===== src/cartesian_polar_converter_top_assert.svh =====
// ----------------------------------------------------------------------------
// Assertion macros for the coordinate converter
// Clocked, reset-qualified property forms used by the converter top level.
// ----------------------------------------------------------------------------
`ifndef CARTESIAN_POLAR_CONVERTER_TOP_ASSERT_SVH
`define CARTESIAN_POLAR_CONVERTER_TOP_ASSERT_SVH

// Same-cycle implication, checked on every rising edge out of reset.
`define CPC_ASSERT_NOW(label, ante, cons, msg) \
    label: assert property (@(posedge clk) disable iff (!rst_n) (ante) |-> (cons)) \
        else $error(msg);

// Next-cycle implication, checked on every rising edge out of reset.
`define CPC_ASSERT_NEXT(label, ante, cons, msg) \
    label: assert property (@(posedge clk) disable iff (!rst_n) (ante) |=> (cons)) \
        else $error(msg);

`endif


===== src/cpc_pkg.sv =====
// ----------------------------------------------------------------------------
// Coordinate converter package
// Widths, CORDIC constants, arctangent table and the stage data type.
// ----------------------------------------------------------------------------
package cpc_pkg;

    localparam int COORD_WIDTH = 16;
    localparam int ITERATIONS  = 16;
    localparam int GUARD       = 16;
    localparam int ANGLE_W     = 16;
    localparam int TURN_W      = 32;
    localparam int RES_W       = COORD_WIDTH + 1;
    localparam int X_W         = COORD_WIDTH + GUARD + 4;
    localparam int Z_W         = TURN_W + 2;
    localparam int IDX_W       = $clog2(ITERATIONS);
    localparam int ATAN_DEPTH  = 32;
    localparam int ATAN_IDX_W  = 5;
    localparam int IK_W        = 32;
    localparam int IK_FRAC     = 30;
    localparam int PI2_W       = 32;
    localparam int PI2_FRAC    = 28;
    localparam int ANG_SHIFT   = TURN_W - ANGLE_W;

    // Mode codes
    localparam logic FUNC_TO_POLAR = 1'b0;
    localparam logic FUNC_TO_CART  = 1'b1;

    // atan(2^-i) in units of 2^32 per turn
    localparam logic [TURN_W-1:0] ATAN_TURN32 [ATAN_DEPTH] = '{
        32'd536870912, 32'd316933406, 32'd167458907, 32'd85004756, 32'd42667331,
        32'd21354465, 32'd10679838, 32'd5340245, 32'd2670163, 32'd1335088,
        32'd667544, 32'd333772, 32'd166886, 32'd83443, 32'd41722, 32'd20861,
        32'd10430, 32'd5215, 32'd2608, 32'd1304, 32'd652, 32'd326, 32'd163,
        32'd81, 32'd41, 32'd20, 32'd10, 32'd5, 32'd3, 32'd1, 32'd1, 32'd0
    };

    // Residual angle after the last stage stays within the last table entry
    localparam int ZRES_W = $clog2(ATAN_TURN32[ITERATIONS-1] + 1) + 4;
    localparam int ZR_W   = ZRES_W + 4;

    // 2*pi in Q28
    localparam logic signed [PI2_W-1:0] TWO_PI_Q28 = 32'sd1686629713;

    // 1/K in Q30 for ITERATIONS stages, worked out at elaboration
    function automatic logic [63:0] calc_inv_gain_q30();
        logic [63:0] p;
        logic [63:0] v;
        logic [63:0] root;
        logic [63:0] bsel;
        logic [63:0] rem;
        logic [63:0] quo;
        p = 64'd1 << 60;
        for (int i = 0; i < ITERATIONS; i++)
        begin
            p = p + (p >> (2 * i));
        end
        v    = p;
        root = '0;
        bsel = 64'd1 << 62;
        for (int i = 0; i < 32; i++)
        begin
            if (bsel > v)
            begin
                bsel = bsel >> 2;
            end
        end
        for (int i = 0; i < 32; i++)
        begin
            if (bsel != '0)
            begin
                if (v >= root + bsel)
                begin
                    v    = v - (root + bsel);
                    root = (root >> 1) + bsel;
                end
                else
                begin
                    root = root >> 1;
                end
                bsel = bsel >> 2;
            end
        end
        if (root == '0)
        begin
            root = 64'd1;
        end
        rem = '0;
        quo = '0;
        for (int i = 60; i >= 0; i--)
        begin
            rem = {rem[62:0], (i == 60)};
            quo = {quo[62:0], 1'b0};
            if (rem >= root)
            begin
                rem    = rem - root;
                quo[0] = 1'b1;
            end
        end
        return quo;
    endfunction

    localparam logic signed [IK_W-1:0] INV_GAIN_Q30 = IK_W'(calc_inv_gain_q30());

    // Half a turn in the angle accumulator
    localparam logic signed [Z_W-1:0] Z_HALF_TURN =
        {{(Z_W-TURN_W){1'b0}}, 1'b1, {(TURN_W-1){1'b0}}};

    // Vector handed from cell to cell
    typedef struct packed {
        logic                  func;
        logic                  zero;
        logic signed [X_W-1:0] x;
        logic signed [X_W-1:0] y;
        logic signed [Z_W-1:0] z;
    } cpc_vec_t;

endpackage


===== src/cpc_front.sv =====
// ----------------------------------------------------------------------------
// Coordinate converter front end
// Gain pre-scale multiply, then quadrant folding and angle setup.
// ----------------------------------------------------------------------------
module cpc_front (
    input  logic                                   clk,
    input  logic                                   rst_n,
    input  logic                                   in_valid,
    output logic                                   in_ready,
    input  logic                                   func,
    input  logic signed [cpc_pkg::COORD_WIDTH-1:0] coord_a,
    input  logic signed [cpc_pkg::COORD_WIDTH-1:0] coord_b,
    output logic                                   out_valid,
    input  logic                                   out_ready,
    output cpc_pkg::cpc_vec_t                      out_data
);

    localparam int PROD_W = cpc_pkg::COORD_WIDTH + cpc_pkg::IK_W;
    localparam int MSB    = cpc_pkg::ANGLE_W - 1;

    // Scale stage
    logic                               s1_valid_reg, s1_valid_next;
    logic                               s1_take;
    logic                               s1_func_reg;
    logic                               s1_zero_reg, s1_zero_next;
    logic signed [cpc_pkg::X_W-1:0]     s1_x_reg, s1_x_next;
    logic signed [cpc_pkg::X_W-1:0]     s1_y_reg, s1_y_next;
    logic [cpc_pkg::ANGLE_W-1:0]        s1_angle_reg, s1_angle_next;
    logic signed [PROD_W-1:0]           prod_a, prod_b;

    // Fold stage
    logic                               s2_valid_reg, s2_valid_next;
    logic                               s2_take;
    cpc_pkg::cpc_vec_t                  s2_data_reg, s2_data_next;
    logic                               flip;
    logic [cpc_pkg::TURN_W-1:0]         theta;

    assign s2_take  = !s2_valid_reg || out_ready;
    assign s1_take  = !s1_valid_reg || s2_take;
    assign in_ready = s1_take;

    assign prod_a        = coord_a * cpc_pkg::INV_GAIN_Q30;
    assign prod_b        = coord_b * cpc_pkg::INV_GAIN_Q30;
    assign s1_x_next     = cpc_pkg::X_W'(prod_a >>> (cpc_pkg::IK_FRAC - cpc_pkg::GUARD));
    assign s1_y_next     = cpc_pkg::X_W'(prod_b >>> (cpc_pkg::IK_FRAC - cpc_pkg::GUARD));
    assign s1_zero_next  = (coord_a == '0) && (coord_b == '0);
    assign s1_angle_next = cpc_pkg::ANGLE_W'(coord_b);
    assign s1_valid_next = s1_take ? in_valid : s1_valid_reg;

    // Second and third quadrant: turn by pi and negate r
    assign flip  = s1_angle_reg[MSB] ^ s1_angle_reg[MSB-1];
    assign theta = {s1_angle_reg[MSB] ^ flip, s1_angle_reg[MSB-1:0],
                    {cpc_pkg::ANG_SHIFT{1'b0}}};

    always_comb
    begin
        s2_data_next.func = s1_func_reg;
        s2_data_next.zero = s1_zero_reg;
        unique case (s1_func_reg)
            cpc_pkg::FUNC_TO_POLAR:
            begin
                // Left half plane: turn by pi first
                s2_data_next.x = s1_x_reg[cpc_pkg::X_W-1] ? -s1_x_reg : s1_x_reg;
                s2_data_next.y = s1_x_reg[cpc_pkg::X_W-1] ? -s1_y_reg : s1_y_reg;
                s2_data_next.z = s1_x_reg[cpc_pkg::X_W-1] ? cpc_pkg::Z_HALF_TURN : '0;
            end
            cpc_pkg::FUNC_TO_CART:
            begin
                s2_data_next.x = flip ? -s1_x_reg : s1_x_reg;
                s2_data_next.y = '0;
                s2_data_next.z = cpc_pkg::Z_W'(signed'(theta));
            end
            default:
            begin
                s2_data_next.x = s1_x_reg;
                s2_data_next.y = s1_y_reg;
                s2_data_next.z = '0;
            end
        endcase
    end

    assign s2_valid_next = s2_take ? s1_valid_reg : s2_valid_reg;

    always_ff @(posedge clk or negedge rst_n)
    begin
        if (!rst_n)
        begin
            s1_valid_reg <= 1'b0;
            s2_valid_reg <= 1'b0;
        end
        else
        begin
            s1_valid_reg <= s1_valid_next;
            s2_valid_reg <= s2_valid_next;
        end
    end

    always_ff @(posedge clk)
    begin
        if (s1_take && in_valid)
        begin
            s1_func_reg  <= func;
            s1_zero_reg  <= s1_zero_next;
            s1_x_reg     <= s1_x_next;
            s1_y_reg     <= s1_y_next;
            s1_angle_reg <= s1_angle_next;
        end
        if (s2_take && s1_valid_reg)
        begin
            s2_data_reg <= s2_data_next;
        end
    end

    assign out_valid = s2_valid_reg;
    assign out_data  = s2_data_reg;

endmodule


===== config.mk =====
export PLATFORM = sky130hd
export DESIGN_NAME = cpc_front
export DESIGN_NICKNAME = d
export VERILOG_FILES = /design/src/cartesian_polar_converter_top_assert.svh /design/src/cpc_pkg.sv /design/src/cpc_front.sv
export SDC_FILE = /design/constraint.sdc
export NUM_CORES = 1
export LEC_CHECK = 0
export ABC_AREA = 1
export BUFFER_PORTS_ARGS = -buffer_cell sky130_fd_sc_hd__clkbuf_2
export CORE_MARGIN = 8
export CORE_UTILIZATION = 31
export DETAILED_ROUTE_END_ITERATION = 12
export HOLD_SLACK_MARGIN = 0.03
export PLACE_DENSITY_LB_ADDON = 0.25
export SLEW_MARGIN = 20
export SYNTH_ARGS = -nofsm -noshare
export SYNTH_HDL_FRONTEND = slang
export SYNTH_SLANG_ARGS = --single-unit

===== constraint.sdc =====
create_clock -name clk -period 9.7 [get_ports clk]
set_clock_uncertainty 0.15 [all_clocks]
set_input_delay 0.97 -clock clk [delete_from_list [all_inputs] [get_ports clk]]
set_output_delay 0.97 -clock clk [all_outputs]
set_load 0.03 [all_outputs]

# == Word-level counts from Yosys, hierarchy flattened ==
# Cells that the tools add are included.
# totals
word_cells,33
output_inout_bits,110
ram_bits,0
input_bits,37
memories,0
mem_bits_ro,0
latchBits,0
register_bits,194
# op_classes
n_bitwise,3
mul,2
reduce_logical,9
div_mod_pow,0
magnitude_cmp,0
eq_ne,0
addsub,2
mux,5
shift,0
# ops
op,n
106-bit case mux with 2 select lines,1
36-bit 2-to-1 mux,3
"16-bit by 30-bit multiplier with 46-bit output, second input constant",2
33-bit negation with 36-bit output,2
16-bit zero test,2
32-bit 2-to-1 mux,1
1-bit logical AND,3
1-bit zero test,2
1-bit logical OR,2
1-bit bitwise XOR,2
1-bit NOT,1

# == Longest topological paths before layout ==
# depth
ltp_word,4
depth_mapped,25
mapped_depth_nobuf,25

# == Least setup slack after synthesis ==
# No wires, ideal clock.
# synth_path
kind,input -> register
from,input out_ready
to,"register s2_data_reg (netlist bit out_data[100]), enable pin"
setup_ns,0.570
arrival_ns,5.408
required_ns,8.980
n_path_buf,0
slack_ns,3.572
cell_stages,2
cell_sequence,inv_1 > a21oi_1
# synth_between
elab_chain_len,2
# synth_rtl
element,line_no,rtl
from (decl),cpc_front.sv:14,"input logic out_ready,"
1-bit logical OR,cpc_front.sv:38,assign s2_take = !s2_valid_reg || out_ready;
1-bit logical AND,cpc_front.sv:108,if (s2_take && s1_valid_reg)
to (signal assigned),cpc_front.sv:110,s2_data_reg <= s2_data_next;
to (decl),cpc_front.sv:34,"cpc_pkg::cpc_vec_t s2_data_reg, s2_data_next;"
# No other way between the ends.
# A chain may end at the register's enable or synchronous reset.

# == Final worst setup path ==
# layout_path
from,input coord_b[13] in the netlist's numbering
to,"register s1_y_reg[28] in the netlist's numbering, data pin"
# layout_between
elab_chain_len,1
# layout_rtl
element,line_no,rtl
from (decl),cpc_front.sv:12,"input logic signed [cpc_pkg::COORD_WIDTH-1:0] coord_b,"
16-bit by 30-bit multiplier with 46-bit output,cpc_front.sv:43,assign prod_b = coord_b * cpc_pkg::INV_GAIN_Q30;
net prod_b[42],cpc_front.sv:29,"logic signed [PROD_W-1:0] prod_a, prod_b;"
to (signal assigned),cpc_front.sv:105,s1_y_reg <= s1_y_next;
to (decl),cpc_front.sv:27,"logic signed [cpc_pkg::X_W-1:0] s1_y_reg, s1_y_next;"
# The timed path passes the listed nets, and every way through them passes these cells.

==> flow_summary_export.csv <==
group,metric,value,unit
route,vias_per_cell,4.404,
placed_design,gp_congestion,0.9400,
clocking,cts_sinks,177,
sta,finalCriticalPeriod,6.134,ns
floorplanning,initial_core_util,31.26,%
critical_path,critPathArrivalTime,6.21,ns
floorplanning,die_area,95370,um^2
floorplanning,chipHeight,308.8,um
route,vias,19820,
sta,fin_tns_setup,0,ns
grt,antenna_found_initial,3,
clocking,htree_levels,4,
sta,rsz0062_at_grt,"false",
logic_synthesis,yosysWarnings,0,
clocking,cts_tree,"yes",
sta,max_freq,163.0,MHz
route,drt_wl_total,79.16,mm
final_layout,final_cell_area,29130,um^2
critical_path,crit_chain,"clkbuf_2, fa_1, inv_1, fa_1, fa_1, inv_1, fa_1, fa_1, inv_1, fa_1, inv_1, ha_1, nand2_1, nor2_1, nand2_1, inv_1, nand3_1, nand3_1, nand2_1, nand3_1, nand2_1",
logic_synthesis,synth_top_area_share,26.66,%
clocking,path_clk_slew,0.07,ns
logic_synthesis,yosys-top-cells-area,"fa_1 27%, edfxtp_1 20%, ha_1 16%, inv_1 12%, nand2_1 9.6%",
clocking,hold_buffers,0,
route,first_pass_iters,5,
route,ant_nets,0,
clocking,cts_root_buffer,"clkbuf_16",
route,drtIter0Drc,1186,
logic_synthesis,synth_most_common_cell,"inv_1",
placed_design,place_area,28560,um^2
grt,grt-ovfl-total,0,
floorplanning,rows,107,
placed_design,io_buffers,130,
critical_path,critPathMostFrequentCell,"fa_1",
logic_synthesis,avgSynthCellArea,8.290,um^2
clocking,post-cts-setup-buffers,0,
final_layout,drive_gt1_share,6.200,%
critical_path,ff2ff_path_depth,7,
floorplanning,die_w,308.8,um
final_layout,syn_to_final_growth,9.594,%
critical_path,rr_endpoint,"out_data[80]",
critical_path,critPathMaxStageDelay,0.56,ns
sta,hold_viol_final,0,
sta,worst_slew_pin_slew,0.8112,ns
critical_path,critPathLaunch,"coord_b[13]",
route,post_drt_wl_per_cell,17.59,um
clocking,cts_buffer_depth,2,
sta,slew_viol_final,0,
logic_synthesis,synth_edf_count,175,
grt,grt_max_degree,56,
sta,setup_viol_count_final,0,
placed_design,hpwl,69.42,mm
sta,min_period_over_period,63.23,%
logic_synthesis,syn_area,26580,um^2
final_layout,n_fill_cell,9041,
grt,grt_pass1_wl,121.2,mm
logic_synthesis,yosysSeqAreaShare,19.96,%
critical_path,startpoint_type,"input port",
run_status,status,"finished, final reports clean",
floorplanning,core_area,85010,um^2
critical_path,crit_path_end,"s1_y_reg[28]",
clocking,cts_made_buffers,17,
logic_synthesis,yosysUniqueCellTypes,51,
logic_synthesis,synth_ff_type,"edfxtp_1",
worst_hold_path,hold_class,"input port to async pin",
logic_synthesis,ys_top_cells_by_count,"882 x inv_1, 678 x nand2_1, 354 x fa_1, 340 x ha_1, 261 x nor2_1",
sta,slew_headroom,45.92,%
critical_path,r2r_setup_slack,6.88,ns
logic_synthesis,synth_area_leader_cell,"fa_1",
grt,track_usage,16.72,%
logic_synthesis,synth_seq_cells,177,
final_layout,largest_reg_flops,91,
critical_path,crit_required,9.77,ns
critical_path,path_class,"input port to flop",
floorplanning,boundaryPins,147,
critical_path,timing.rr.start,"s1_func_reg",
critical_path,critPathSlowestCell,"fa_1",
route,drc,0,
critical_path,end_kind,"flop",
final_layout,nets,4073,
critical_path,path_max_fanout,12,
logic_synthesis,async_reset_ff_share,1.130,%
job,cap_violations,0,
clocking,clock_latency,0.49,ns
logic_synthesis,postSynthCellCount,3206,
clocking,cts.repair.resized,0,
grt,grt_pass1_vias,20300,
metal layers:
| metal | routed length, um | global-route usage [%] |
|---|---|---|
| met5 | 0 | 0 |
| met4 | 1615 | 4.342 |
| met1 | 38870 | 23.89 |
| met3 | 3813 | 2.509 |
| met2 | 34860 | 26.39 |
cells by family after synthesis:
group | count (synthesis) | synth area share (%)
xor gates and xnor gates | 57 | 1.878
adders and majority gates | 694 | 42.67
other | 1 | 0.01411
DFF | 177 | 19.96
buffers and inverters | 922 | 13.36
and+or+nand+nor | 1156 | 17.95
AOI/OAI and AO/OA | 199 | 4.166
placed cells by master, fill, tap and decap left out, drive strengths merged, types with 2 or more instances in the layout:
| cell type | Yosys | final |
|---|---|---|
| a21boi | 2 | 2 |
| a21o | 3 | 3 |
| a21oi | 107 | 107 |
| a31oi | 8 | 8 |
| and2 | 4 | 4 |
| buf | 23 | 6 |
| clkbuf | 11 | 147 |
| clkinv | 1 | 6 |
| clkinvlp | 0 | 2 |
| conb | 1 | 16 |
| dfrtp | 2 | 2 |
| edfxtp | 175 | 175 |
| fa | 354 | 354 |
| ha | 340 | 340 |
| inv | 887 | 895 |
| nand2 | 683 | 683 |
| nand3 | 129 | 129 |
| nand3b | 2 | 2 |
| nand4 | 25 | 25 |
| nor2 | 273 | 273 |
| nor3 | 29 | 29 |
| nor4 | 4 | 4 |
| o211ai | 4 | 4 |
| o21ai | 56 | 56 |
| o21bai | 13 | 13 |
| o22a | 4 | 4 |
| or2 | 5 | 5 |
| xnor2 | 11 | 11 |
| xor2 | 46 | 46 |
worst max-delay path, delay by kind of cell:
family                     cells  cell delay, ns
adders and majority gates      7            3.41
and+or+nand+nor                8            1.05
buffers and inverters          6            0.75
per-stage QoR:
stage / worst slack (ns) / instances / util [%] / hold WS (ns)
2_1_floorplan: 3.572 / 3221 / - / 0.2503
3_3_place_gp: 3.085 / 4467 / 33.59 / 0.2880
3_5_place_dp: 3.089 / 4467 / 33.59 / 0.2622
4_1_cts: 3.615 / 4499 / 34.26 / 0.07380
5_1_grt: 3.268 / 4499 / 34.26 / 0.09477
6_report: 3.566 / 4500 / 34.26 / 0.1194
layout make-up:
class / instances / area [um^2] / share of cell area [%]
Antenna cell: 1 / 2.502 / 0.008591
Clock inverter: 15 / 142.6 / 0.4897
Tap cell: 1144 / 1431 / 4.914
Clock buffer: 17 / 425.4 / 1.460
Timing Repair Buffer: 136 / 695.7 / 2.388
Multi-Input combinational cell: 2122 / 17790 / 61.07
Sequential cell: 177 / 5305 / 18.21
Inverter: 888 / 3337 / 11.46
how the worst min path moves through the flow:
stage	end	cells past startpoint	startpoint
floorplan	out_data[106]	0	s1_zero_reg
global placement	out_data[106]	0	s1_zero_reg
detailed placement	out_data[106]	0	s1_zero_reg
CTS	out_valid	1	rst_n
global route	s1_valid_reg	1	rst_n
finish	out_valid	1	rst_n
Power is not shown: default switching activity piles up to over one toggle a cycle in this logic, so the estimate is an artifact.
