==> src/cartesian_polar_converter_top_assert.svh <==
// ----------------------------------------------------------------------------
// Assertion macros for the coordinate converter
// Clocked, reset-qualified property forms used by the converter top level.
// ----------------------------------------------------------------------------
`ifndef CARTESIAN_POLAR_CONVERTER_TOP_ASSERT_SVH
`define CARTESIAN_POLAR_CONVERTER_TOP_ASSERT_SVH

// Same-cycle implication, checked on every rising edge out of reset.
`define CPC_ASSERT_NOW(label, ante, cons, msg) \
    label: assert property (@(posedge clk) disable iff (!rst_n) (ante) |-> (cons)) \
        else $error(msg);

// Next-cycle implication, checked on every rising edge out of reset.
`define CPC_ASSERT_NEXT(label, ante, cons, msg) \
    label: assert property (@(posedge clk) disable iff (!rst_n) (ante) |=> (cons)) \
        else $error(msg);

`endif

==> src/cpc_pkg.sv <==
// ----------------------------------------------------------------------------
// Coordinate converter package
// Widths, CORDIC constants, arctangent table and the stage data type.
// ----------------------------------------------------------------------------
package cpc_pkg;

    localparam int COORD_WIDTH = 16;
    localparam int ITERATIONS  = 16;
    localparam int GUARD       = 16;
    localparam int ANGLE_W     = 16;
    localparam int TURN_W      = 32;
    localparam int RES_W       = COORD_WIDTH + 1;
    localparam int X_W         = COORD_WIDTH + GUARD + 4;
    localparam int Z_W         = TURN_W + 2;
    localparam int IDX_W       = $clog2(ITERATIONS);
    localparam int ATAN_DEPTH  = 32;
    localparam int ATAN_IDX_W  = 5;
    localparam int IK_W        = 32;
    localparam int IK_FRAC     = 30;
    localparam int PI2_W       = 32;
    localparam int PI2_FRAC    = 28;
    localparam int ANG_SHIFT   = TURN_W - ANGLE_W;

    // Mode codes
    localparam logic FUNC_TO_POLAR = 1'b0;
    localparam logic FUNC_TO_CART  = 1'b1;

    // atan(2^-i) in units of 2^32 per turn
    localparam logic [TURN_W-1:0] ATAN_TURN32 [ATAN_DEPTH] = '{
        32'd536870912, 32'd316933406, 32'd167458907, 32'd85004756, 32'd42667331,
        32'd21354465, 32'd10679838, 32'd5340245, 32'd2670163, 32'd1335088,
        32'd667544, 32'd333772, 32'd166886, 32'd83443, 32'd41722, 32'd20861,
        32'd10430, 32'd5215, 32'd2608, 32'd1304, 32'd652, 32'd326, 32'd163,
        32'd81, 32'd41, 32'd20, 32'd10, 32'd5, 32'd3, 32'd1, 32'd1, 32'd0
    };

    // Residual angle after the last stage stays within the last table entry
    localparam int ZRES_W = $clog2(ATAN_TURN32[ITERATIONS-1] + 1) + 4;
    localparam int ZR_W   = ZRES_W + 4;

    // 2*pi in Q28
    localparam logic signed [PI2_W-1:0] TWO_PI_Q28 = 32'sd1686629713;

    // 1/K in Q30 for ITERATIONS stages, worked out at elaboration
    function automatic logic [63:0] calc_inv_gain_q30();
        logic [63:0] p;
        logic [63:0] v;
        logic [63:0] root;
        logic [63:0] bsel;
        logic [63:0] rem;
        logic [63:0] quo;
        p = 64'd1 << 60;
        for (int i = 0; i < ITERATIONS; i++)
        begin
            p = p + (p >> (2 * i));
        end
        v    = p;
        root = '0;
        bsel = 64'd1 << 62;
        for (int i = 0; i < 32; i++)
        begin
            if (bsel > v)
            begin
                bsel = bsel >> 2;
            end
        end
        for (int i = 0; i < 32; i++)
        begin
            if (bsel != '0)
            begin
                if (v >= root + bsel)
                begin
                    v    = v - (root + bsel);
                    root = (root >> 1) + bsel;
                end
                else
                begin
                    root = root >> 1;
                end
                bsel = bsel >> 2;
            end
        end
        if (root == '0)
        begin
            root = 64'd1;
        end
        rem = '0;
        quo = '0;
        for (int i = 60; i >= 0; i--)
        begin
            rem = {rem[62:0], (i == 60)};
            quo = {quo[62:0], 1'b0};
            if (rem >= root)
            begin
                rem    = rem - root;
                quo[0] = 1'b1;
            end
        end
        return quo;
    endfunction

    localparam logic signed [IK_W-1:0] INV_GAIN_Q30 = IK_W'(calc_inv_gain_q30());

    // Half a turn in the angle accumulator
    localparam logic signed [Z_W-1:0] Z_HALF_TURN =
        {{(Z_W-TURN_W){1'b0}}, 1'b1, {(TURN_W-1){1'b0}}};

    // Vector handed from cell to cell
    typedef struct packed {
        logic                  func;
        logic                  zero;
        logic signed [X_W-1:0] x;
        logic signed [X_W-1:0] y;
        logic signed [Z_W-1:0] z;
    } cpc_vec_t;

endpackage

==> src/cpc_back.sv <==
// ----------------------------------------------------------------------------
// Coordinate converter back end
// Residual-angle correction, rounding and the output register.
// ----------------------------------------------------------------------------
module cpc_back (
    input  logic                             clk,
    input  logic                             rst_n,
    input  logic                             in_valid,
    output logic                             in_ready,
    input  cpc_pkg::cpc_vec_t                in_data,
    output logic                             out_valid,
    input  logic                             out_ready,
    output logic signed [cpc_pkg::RES_W-1:0] result_a,
    output logic signed [cpc_pkg::RES_W-1:0] result_b
);

    localparam int XH_W   = cpc_pkg::X_W - cpc_pkg::GUARD;
    localparam int ZP_W   = cpc_pkg::ZRES_W + cpc_pkg::PI2_W;
    localparam int CP_W   = XH_W + cpc_pkg::ZR_W;
    localparam int CP_SH  = cpc_pkg::TURN_W - cpc_pkg::GUARD;
    localparam logic signed [cpc_pkg::X_W:0] ROUND_HALF =
        {{(cpc_pkg::X_W-cpc_pkg::GUARD+1){1'b0}}, 1'b1, {(cpc_pkg::GUARD-1){1'b0}}};
    localparam logic signed [cpc_pkg::Z_W-1:0] ANG_HALF =
        {{(cpc_pkg::Z_W-cpc_pkg::ANG_SHIFT){1'b0}}, 1'b1, {(cpc_pkg::ANG_SHIFT-1){1'b0}}};
    localparam logic [cpc_pkg::ANGLE_W-1:0] ANGLE_PI =
        {1'b1, {(cpc_pkg::ANGLE_W-1){1'b0}}};

    // Residual angle in radians
    logic                              zs_valid_reg, zs_valid_next;
    logic                              zs_take;
    cpc_pkg::cpc_vec_t                 zs_data_reg;
    logic signed [cpc_pkg::ZR_W-1:0]   zs_zr_reg, zs_zr_next;
    logic signed [cpc_pkg::ZRES_W-1:0] zres;
    logic signed [ZP_W-1:0]            prod_zr;

    // Correction terms
    logic                              cr_valid_reg, cr_valid_next;
    logic                              cr_take;
    cpc_pkg::cpc_vec_t                 cr_data_reg;
    logic signed [cpc_pkg::X_W-1:0]    cr_dx_reg, cr_dx_next;
    logic signed [cpc_pkg::X_W-1:0]    cr_dy_reg, cr_dy_next;
    logic signed [XH_W-1:0]            xh, yh;
    logic signed [CP_W-1:0]            prod_dx, prod_dy;

    // Output register
    logic                              o_valid_reg, o_valid_next;
    logic                              o_take;
    logic signed [cpc_pkg::RES_W-1:0]  result_a_reg, result_a_next;
    logic signed [cpc_pkg::RES_W-1:0]  result_b_reg, result_b_next;
    logic signed [cpc_pkg::X_W:0]      sum_a, sum_b;
    logic signed [cpc_pkg::Z_W-1:0]    zsum;
    logic [cpc_pkg::ANGLE_W-1:0]       ang;
    logic signed [cpc_pkg::RES_W-1:0]  ang_res;

    assign o_take   = !o_valid_reg || out_ready;
    assign cr_take  = !cr_valid_reg || o_take;
    assign zs_take  = !zs_valid_reg || cr_take;
    assign in_ready = zs_take;

    assign zres       = in_data.z[cpc_pkg::ZRES_W-1:0];
    assign prod_zr    = zres * cpc_pkg::TWO_PI_Q28;
    assign zs_zr_next = cpc_pkg::ZR_W'(prod_zr >>> cpc_pkg::PI2_FRAC);

    assign xh      = XH_W'(zs_data_reg.x >>> cpc_pkg::GUARD);
    assign yh      = XH_W'(zs_data_reg.y >>> cpc_pkg::GUARD);
    assign prod_dx = yh * zs_zr_reg;
    assign prod_dy = xh * zs_zr_reg;
    assign cr_dx_next = (zs_data_reg.func == cpc_pkg::FUNC_TO_CART)
                      ? cpc_pkg::X_W'(prod_dx >>> CP_SH) : '0;
    assign cr_dy_next = (zs_data_reg.func == cpc_pkg::FUNC_TO_CART)
                      ? cpc_pkg::X_W'(prod_dy >>> CP_SH) : '0;

    assign sum_a = (cpc_pkg::X_W+1)'(cr_data_reg.x) - (cpc_pkg::X_W+1)'(cr_dx_reg) + ROUND_HALF;
    assign sum_b = (cpc_pkg::X_W+1)'(cr_data_reg.y) + (cpc_pkg::X_W+1)'(cr_dy_reg) + ROUND_HALF;
    assign zsum  = cr_data_reg.z + ANG_HALF;
    assign ang   = zsum[cpc_pkg::TURN_W-1:cpc_pkg::ANG_SHIFT];

    // Minus pi is reported as plus pi
    assign ang_res = (ang == ANGLE_PI) ? cpc_pkg::RES_W'(signed'({1'b0, ang}))
                                       : cpc_pkg::RES_W'(signed'(ang));

    always_comb
    begin
        unique case (cr_data_reg.func)
            cpc_pkg::FUNC_TO_POLAR:
            begin
                if (cr_data_reg.zero)
                begin
                    result_a_next = '0;
                    result_b_next = '0;
                end
                else
                begin
                    result_a_next = cpc_pkg::RES_W'(sum_a >>> cpc_pkg::GUARD);
                    result_b_next = ang_res;
                end
            end
            cpc_pkg::FUNC_TO_CART:
            begin
                result_a_next = cpc_pkg::RES_W'(sum_a >>> cpc_pkg::GUARD);
                result_b_next = cpc_pkg::RES_W'(sum_b >>> cpc_pkg::GUARD);
            end
            default:
            begin
                result_a_next = '0;
                result_b_next = '0;
            end
        endcase
    end

    assign zs_valid_next = zs_take ? in_valid : zs_valid_reg;
    assign cr_valid_next = cr_take ? zs_valid_reg : cr_valid_reg;
    assign o_valid_next  = o_take ? cr_valid_reg : o_valid_reg;

    always_ff @(posedge clk or negedge rst_n)
    begin
        if (!rst_n)
        begin
            zs_valid_reg <= 1'b0;
            cr_valid_reg <= 1'b0;
            o_valid_reg  <= 1'b0;
        end
        else
        begin
            zs_valid_reg <= zs_valid_next;
            cr_valid_reg <= cr_valid_next;
            o_valid_reg  <= o_valid_next;
        end
    end

    always_ff @(posedge clk)
    begin
        if (zs_take && in_valid)
        begin
            zs_data_reg <= in_data;
            zs_zr_reg   <= zs_zr_next;
        end
        if (cr_take && zs_valid_reg)
        begin
            cr_data_reg <= zs_data_reg;
            cr_dx_reg   <= cr_dx_next;
            cr_dy_reg   <= cr_dy_next;
        end
        if (o_take && cr_valid_reg)
        begin
            result_a_reg <= result_a_next;
            result_b_reg <= result_b_next;
        end
    end

    assign out_valid = o_valid_reg;
    assign result_a  = result_a_reg;
    assign result_b  = result_b_reg;

endmodule

==> config.mk <==
export PLATFORM = sky130hd
export DESIGN_NAME = cpc_back
export DESIGN_NICKNAME = d
export VERILOG_FILES = /design/src/cartesian_polar_converter_top_assert.svh /design/src/cpc_pkg.sv /design/src/cpc_back.sv
export SDC_FILE = /design/constraint.sdc
export NUM_CORES = 2
export LEC_CHECK = 0
export ABC_AREA = 1
export ABC_CLOCK_PERIOD_IN_PS = 7550
export BUFFER_PORTS_ARGS = -buffer_cell sky130_fd_sc_hd__buf_2
export CAP_MARGIN = 30
export CORE_MARGIN = 1.5
export CORE_UTILIZATION = 65
export CTS_CLUSTER_SIZE = 8
export DETAILED_ROUTE_END_ITERATION = 12
export PLACE_DENSITY = 0.91
export SKIP_LAST_GASP = 1
export SYNTH_ARGS = -nofsm -noshare
export SYNTH_HDL_FRONTEND = slang
export SYNTH_SLANG_ARGS = --single-unit
==> constraint.sdc <==
create_clock -name clk -period 7.55 [get_ports clk]
set_input_delay 1.1325 -clock clk [delete_from_list [all_inputs] [get_ports clk]]
set_output_delay 1.1325 -clock clk [all_outputs]
set_load 0.02 [all_outputs]
Yosys cells after proc, flatten, opt, wreduce, memory -nomap -nowiden
Index checks and enable logic that the tools add are counted.
{"block": "totals", "register_bits": 320, "output_inout_bits": 36, "wordCells": 42, "in_bits": 112}
{"block": "op_classes", "add_sub_neg": 5, "reduce_logical": 9, "mux": 5, "bitwise_logic": 1, "n_eq_ne": 1, "n_mul": 3}
{"cell": "20-bit by 23-bit multiplier with 43-bit output", "count": 2}
{"cell": "17-bit one-hot mux with 2 select lines", "count": 2}
{"cell": "33-bit by 17-bit adder with 33-bit output (second input constant)", "count": 2}
{"cell": "19-bit by 32-bit multiplier with 51-bit output (second input constant)", "count": 1}
{"cell": "17-bit 2-to-1 mux", "count": 3}
{"cell": "33-bit by 27-bit adder with 33-bit output", "count": 1}
{"cell": "33-bit by 27-bit subtractor with 33-bit output", "count": 1}
{"cell": "32-bit by 17-bit adder with 32-bit output (second input constant)", "count": 1}
{"cell": "16-bit == test (second input constant)", "count": 1}
{"cell": "1-bit logical AND", "count": 3}
{"cell": "1-bit zero test", "count": 3}
{"cell": "1-bit logical OR", "count": 3}
{"cell": "1-bit inverter", "count": 1}

Depth between registers and ports, before layout
{"block": "logic_depth", "word_depth": 5, "depth_mapped": 31, "depth_no_buf": 29}

Least setup slack after synthesis
OpenSTA, ideal clock, no wires.
{"block": "synth_path", "path_kind": "reg2reg", "start": "reg zs_data_reg (netlist bit xh[2])", "end": "reg cr_dy_reg[21] (netlist name), data pin", "required_ns": 7.297, "stages_incl_launch_ff": 27, "setup_ns": 0.253, "setup_slack_ns": 1.040, "t_arrival_ns": 6.257, "period_less_slack_ns": 6.510, "n_path_buf": 1, "path_cell_list": "edfxtp_1 -> clkbuf_1 -> nand2_1 -> inv_1 -> fa_1 -> inv_1 -> fa_1 -> inv_1 -> fa_1 -> inv_1 -> fa_1 -> inv_1 -> fa_1 -> inv_1 -> fa_1 -> fa_1 -> inv_1 -> ha_1 -> nand2_1 -> nor2_1 -> inv_1 -> nor4_1 -> nand3_1 -> nand3_1 -> nand2_1 -> nand2_1 -> nor2_1"}
{"block": "synth_via", "elab_chain_len": 1}
{"item": "from (decl)", "line": "cpc_back.sv:31", "rtl": "cpc_pkg::cpc_vec_t zs_data_reg;"}
{"item": "from (signal assigned)", "line": "cpc_back.sv:135", "rtl": "zs_data_reg <= in_data;"}
{"item": "20-bit by 23-bit multiplier with 43-bit output", "line": "cpc_back.sv:67", "rtl": "assign prod_dy = xh * zs_zr_reg;"}
{"item": "to (signal assigned)", "line": "cpc_back.sv:142", "rtl": "cr_dy_reg <= cr_dy_next;"}
{"item": "to (decl)", "line": "cpc_back.sv:41", "rtl": "logic signed [cpc_pkg::X_W-1:0] cr_dy_reg, cr_dy_next;"}
Every way passes these cells.
A chain may end at the register's enable or synchronous reset.

Final worst setup path
{"block": "layout_path", "start": "reg zs_zr_reg[8] (netlist name)", "end": "reg cr_dy_reg[8] (netlist name), data pin"}
{"block": "layout_via", "elab_chain_len": 1}
{"item": "from (decl)", "line": "cpc_back.sv:32", "rtl": "logic signed [cpc_pkg::ZR_W-1:0] zs_zr_reg, zs_zr_next;"}
{"item": "from (signal assigned)", "line": "cpc_back.sv:136", "rtl": "zs_zr_reg <= zs_zr_next;"}
{"item": "20-bit by 23-bit multiplier with 43-bit output", "line": "cpc_back.sv:67"}
Every way passes these cells.

==> flow_summary_export.csv <==
group,metric,value,unit
clocking,clk_path_buf_depth,3,
sta,slew_headroom,26.03,%
synth,synth-edff-count,287,
placement,hpwlAfterDp,144.4,mm
synth,synth_top_area_share,37.45,%
global_route,grtUsageMet2,64.66,%
routing,drc,0,
global_route,grt_pass1_vias,53860,
clocking,root_buffer,"clkbuf_16",
global_route,grt_pass1_wl,277.3,mm
floorplanning,die_w,308.6,um
synth,synth_fa_ha_area_share,49.61,%
setup_path,rr_endpoint,"cr_dy_reg[8]",
setup_path,crit_type,"reg -> reg",
setup_path,crit_top_cell,"fa_1",
sta,grt_setup_unrepaired,"no",
synth,synth_xor_area_share,0.6203,%
clocking,cts_tree,"built",
synth,synthMuxAreaShare,0,%
setup_path,startpoint,"zs_zr_reg[8]",
cells_and_area,nets,9392,
routing,wire_per_inst,19.84,um
setup_path,critPathCapture,"cr_dy_reg[8]",
routing,routed_via_density,5.607,
sta,fin_crit_sh,95.71,%
setup_path,critPathArrivalTime,7.58,ns
job,cap_violations,0,
status,run_status,"complete, no violations",
floorplanning,die_h,308.6,um
setup_path,rrSetupSlack,0.32,ns
synth,ys_ff_latch,290,
setup_path,required,7.91,ns
sta,final.setup.tns,0,ns
routing,drtAntennaViolNets,0,
sta,fin_skew,0.05146,ns
routing,dr.pass1.iters,7,
synth,ys.flop_type,"edfxtp_1",
floorplanning,coreArea,92080,um^2
setup_path,critPathMaxStageDelay,1.00,ns
sta,hold_viol_final,0,
synth,synth.cell_area,60720,um^2
synth,yosys.area_share.simple,16.02,%
setup_path,critPathLaunchType,"register",
sta,layout_min_cycle_time,7.226,ns
cells_and_area,drive_gt1_share,4.795,%
setup_path,path_max_fanout,17,
global_route,track_usage,37.96,%
setup_path,cp_cell_sequence,"buf_4, nand2_1, inv_1, fa_1, inv_1, fa_1, fa_1, inv_1, fa_1, fa_1, fa_1, inv_1, fa_1, inv_1, ha_1, a21oi_1, o21ai_0, a21oi_1, nand2_1, a21oi_1, o21ai_0, nor2_1",
sta,drv_slew,0,
synth,yosys.area.top_type,"fa_1",
global_route,met3_usage,7.941,%
clocking,cts_buffers,42,
synth,avgSynthCellArea,8.199,um^2
global_route,grt_start_max_net_pins,79,
synth,syn_inst,7406,
synth,yosysSeqAreaShare,14.32,%
synth,yosysWarnings,0,
placement,gp_congestion,1.018,
clocking,clk_latency,0.62,ns
clocking,htreeDepth,2,
cells_and_area,largest_register_ffs,85,
floorplanning,num_rows,111,
synth,yosys.cell_types.count,41,
sta,setup_viol,0,
global_route,grt_overflow,0,
sta,max_freq,0.1384,GHz
global_route,grt_antenna_before_repair,12,
global_route,globalRouteMet1Util,44.06,%
synth,ys_async_sr_fraction,1.034,%
synth,synth_top_family_by_area,"adder cells",
setup_path,regToRegStartpoint,"zs_zr_reg[8]",
floorplanning,ios,148,
clocking,ctsResizeCount,0,
setup_path,ff2ff_path_depth,22,
worst_hold_path,hold_path_class,"in -> async",
global_route,grt-busiest-layer,"met2",
routing,drt-total-wl,175.0,mm
clocking,hold_buffers,0,
routing,route.vias.total,49450,
setup_path,cpMaxStageDelayCell,"edfxtp_1",
placement,portBuffers,145,
synth,synth_nets,9244,
floorplanning,start_util,65.94,%
sta,tightest_slew,1.110,ns
synth,synthTopCellsByArea,"fa_1 (37%), edfxtp_1 (14%), inv_1 (14%)",
setup_path,endpoint_kind,"register",
floorplanning,dieArea,95260,um^2
clocking,cts_sinks,290,
cells_and_area,area_growth,6.648,%
synth,synth_compound_area_share,4.746,%
clocking,clkTransAtPathRegs,0.05,ns
routing,initialDrtViolationCount,4743,
==> cell usage after synthesis (all sizes together) (23+ instances only) <==
library cell and count:
nand2 1712, inv 2190, ha 590, o21bai 36, nor3 31, nand3 161
nand4 33, fa 1136, xor2 23, nor2 475, edfxtp 287, o21ai 164
a21oi 255, clkbuf 168, a21o 24
==> repair_timing <==
item                                   in CTS  in global routing
endpoints found under the hold margin       0                  0
setup endpoints to repair                   0                  6
setup buffers                               0                  3
==> worst min path at each step <==
stage	start	end	depth (start not counted)
after global routing	rst_n	cr_valid_reg	1
after floorplan	zs_data_reg[106]	cr_data_reg[106]	0
after CTS	rst_n	cr_valid_reg	1
final	rst_n	cr_valid_reg	1
after global placement	zs_data_reg[78]	cr_data_reg[78]	0
after detailed placement	zs_data_reg[37]	cr_data_reg[37]	0
==> placed cells by master, fill, tap and decap left out, types with 2 or more instances in the layout <==
| cell type | netlist | routed |
|---|---|---|
| nand4_1 | 33 | 33 |
| nor3_1 | 31 | 31 |
| nand3_2 | 2 | 2 |
| clkinv_1 | 3 | 4 |
| nor2_2 | 3 | 3 |
| nand2_4 | 4 | 4 |
| clkbuf_16 | 0 | 42 |
| a211oi_1 | 2 | 2 |
| a21oi_1 | 255 | 254 |
| o21ai_0 | 162 | 162 |
| diode_2 | 0 | 6 |
| nand2_1 | 1693 | 1693 |
| nand3_1 | 159 | 159 |
| o21ai_1 | 2 | 2 |
| xor2_1 | 23 | 23 |
| nor4_1 | 14 | 14 |
| nand2_2 | 15 | 15 |
| or2_2 | 6 | 6 |
| inv_1 | 2190 | 2188 |
| nor2_1 | 471 | 471 |
| buf_2 | 3 | 145 |
| dfrtp_1 | 3 | 3 |
| nand3b_1 | 8 | 8 |
| fa_1 | 1136 | 1136 |
| a21boi_0 | 11 | 11 |
| buf_16 | 0 | 3 |
| nor3b_1 | 4 | 4 |
| and3_1 | 5 | 5 |
| xnor2_1 | 20 | 20 |
| a31oi_1 | 16 | 16 |
| edfxtp_1 | 287 | 287 |
| buf_4 | 1 | 122 |
| ha_1 | 590 | 590 |
| o21bai_1 | 36 | 36 |
| a21o_1 | 24 | 24 |
| o21a_1 | 15 | 15 |
| clkbuf_1 | 168 | 15 |
| buf_12 | 0 | 12 |
| inv_6 | 0 | 2 |
==> cells by family (layout without fill, tap and decap cells) <==
logic type | after synthesis | count (layout)
adders and majority gates | 1726 | 1726
xor gates and xnor gates | 43 | 43
other | 0 | 6
AOI/OAI and AO/OA | 526 | 526
and+or+nand+nor | 2450 | 2450
buffers and inverters | 2371 | 2536
DFF | 290 | 290
==> critical path, delay by kind of cell, from the launching register on <==
family	cells	cell delay [ns]
flops	1	1.00
compound gates	5	0.93
buf+inv	6	0.72
fa+ha+maj	8	3.78
simple gates	3	0.54
==> stage by stage <==
step | hold slack [ns] | cell area [um^2] | worst slack (ns) | std cells | utilization, %
after CTS | 0.3261 | 64650 | 0.1735 | 8809 | 70.21
after global routing | 0.3360 | 64740 | 0.02638 | 8815 | 70.31
final | 0.3409 | 64750 | 0.3235 | 8820 | 70.32
after floorplan | 0.4003 | 60720 | 1.040 | 7406 | -
after detailed placement | 0.4045 | 63480 | 0.2559 | 8748 | 68.94
after global placement | 0.4029 | 63460 | 0.3444 | 8747 | 68.91
==> final cells by class <==
class                           instances  area [um^2]
Antenna cell                            6        15.01
Inverter                             2193         8239
Fill cell                            6624        27330
Tap cell                             1243         1555
Clock inverter                          4        58.81
Timing Repair Buffer                  282         1964
Multi-Input combinational cell       4745        43120
Sequential cell                       290         8693
Clock buffer                           57         1107
==> metal layers <==
metal / vias up / share of wire (%)
li1: 22000 / -
met1: 23850 / 35
met2: 2701 / 48
met3: 891 / 9.8
met4: 10 / 7.2
met5: - / 0.038
Power is not shown: default switching activity piles up to over one toggle a cycle in this logic, so the estimate is an artifact.
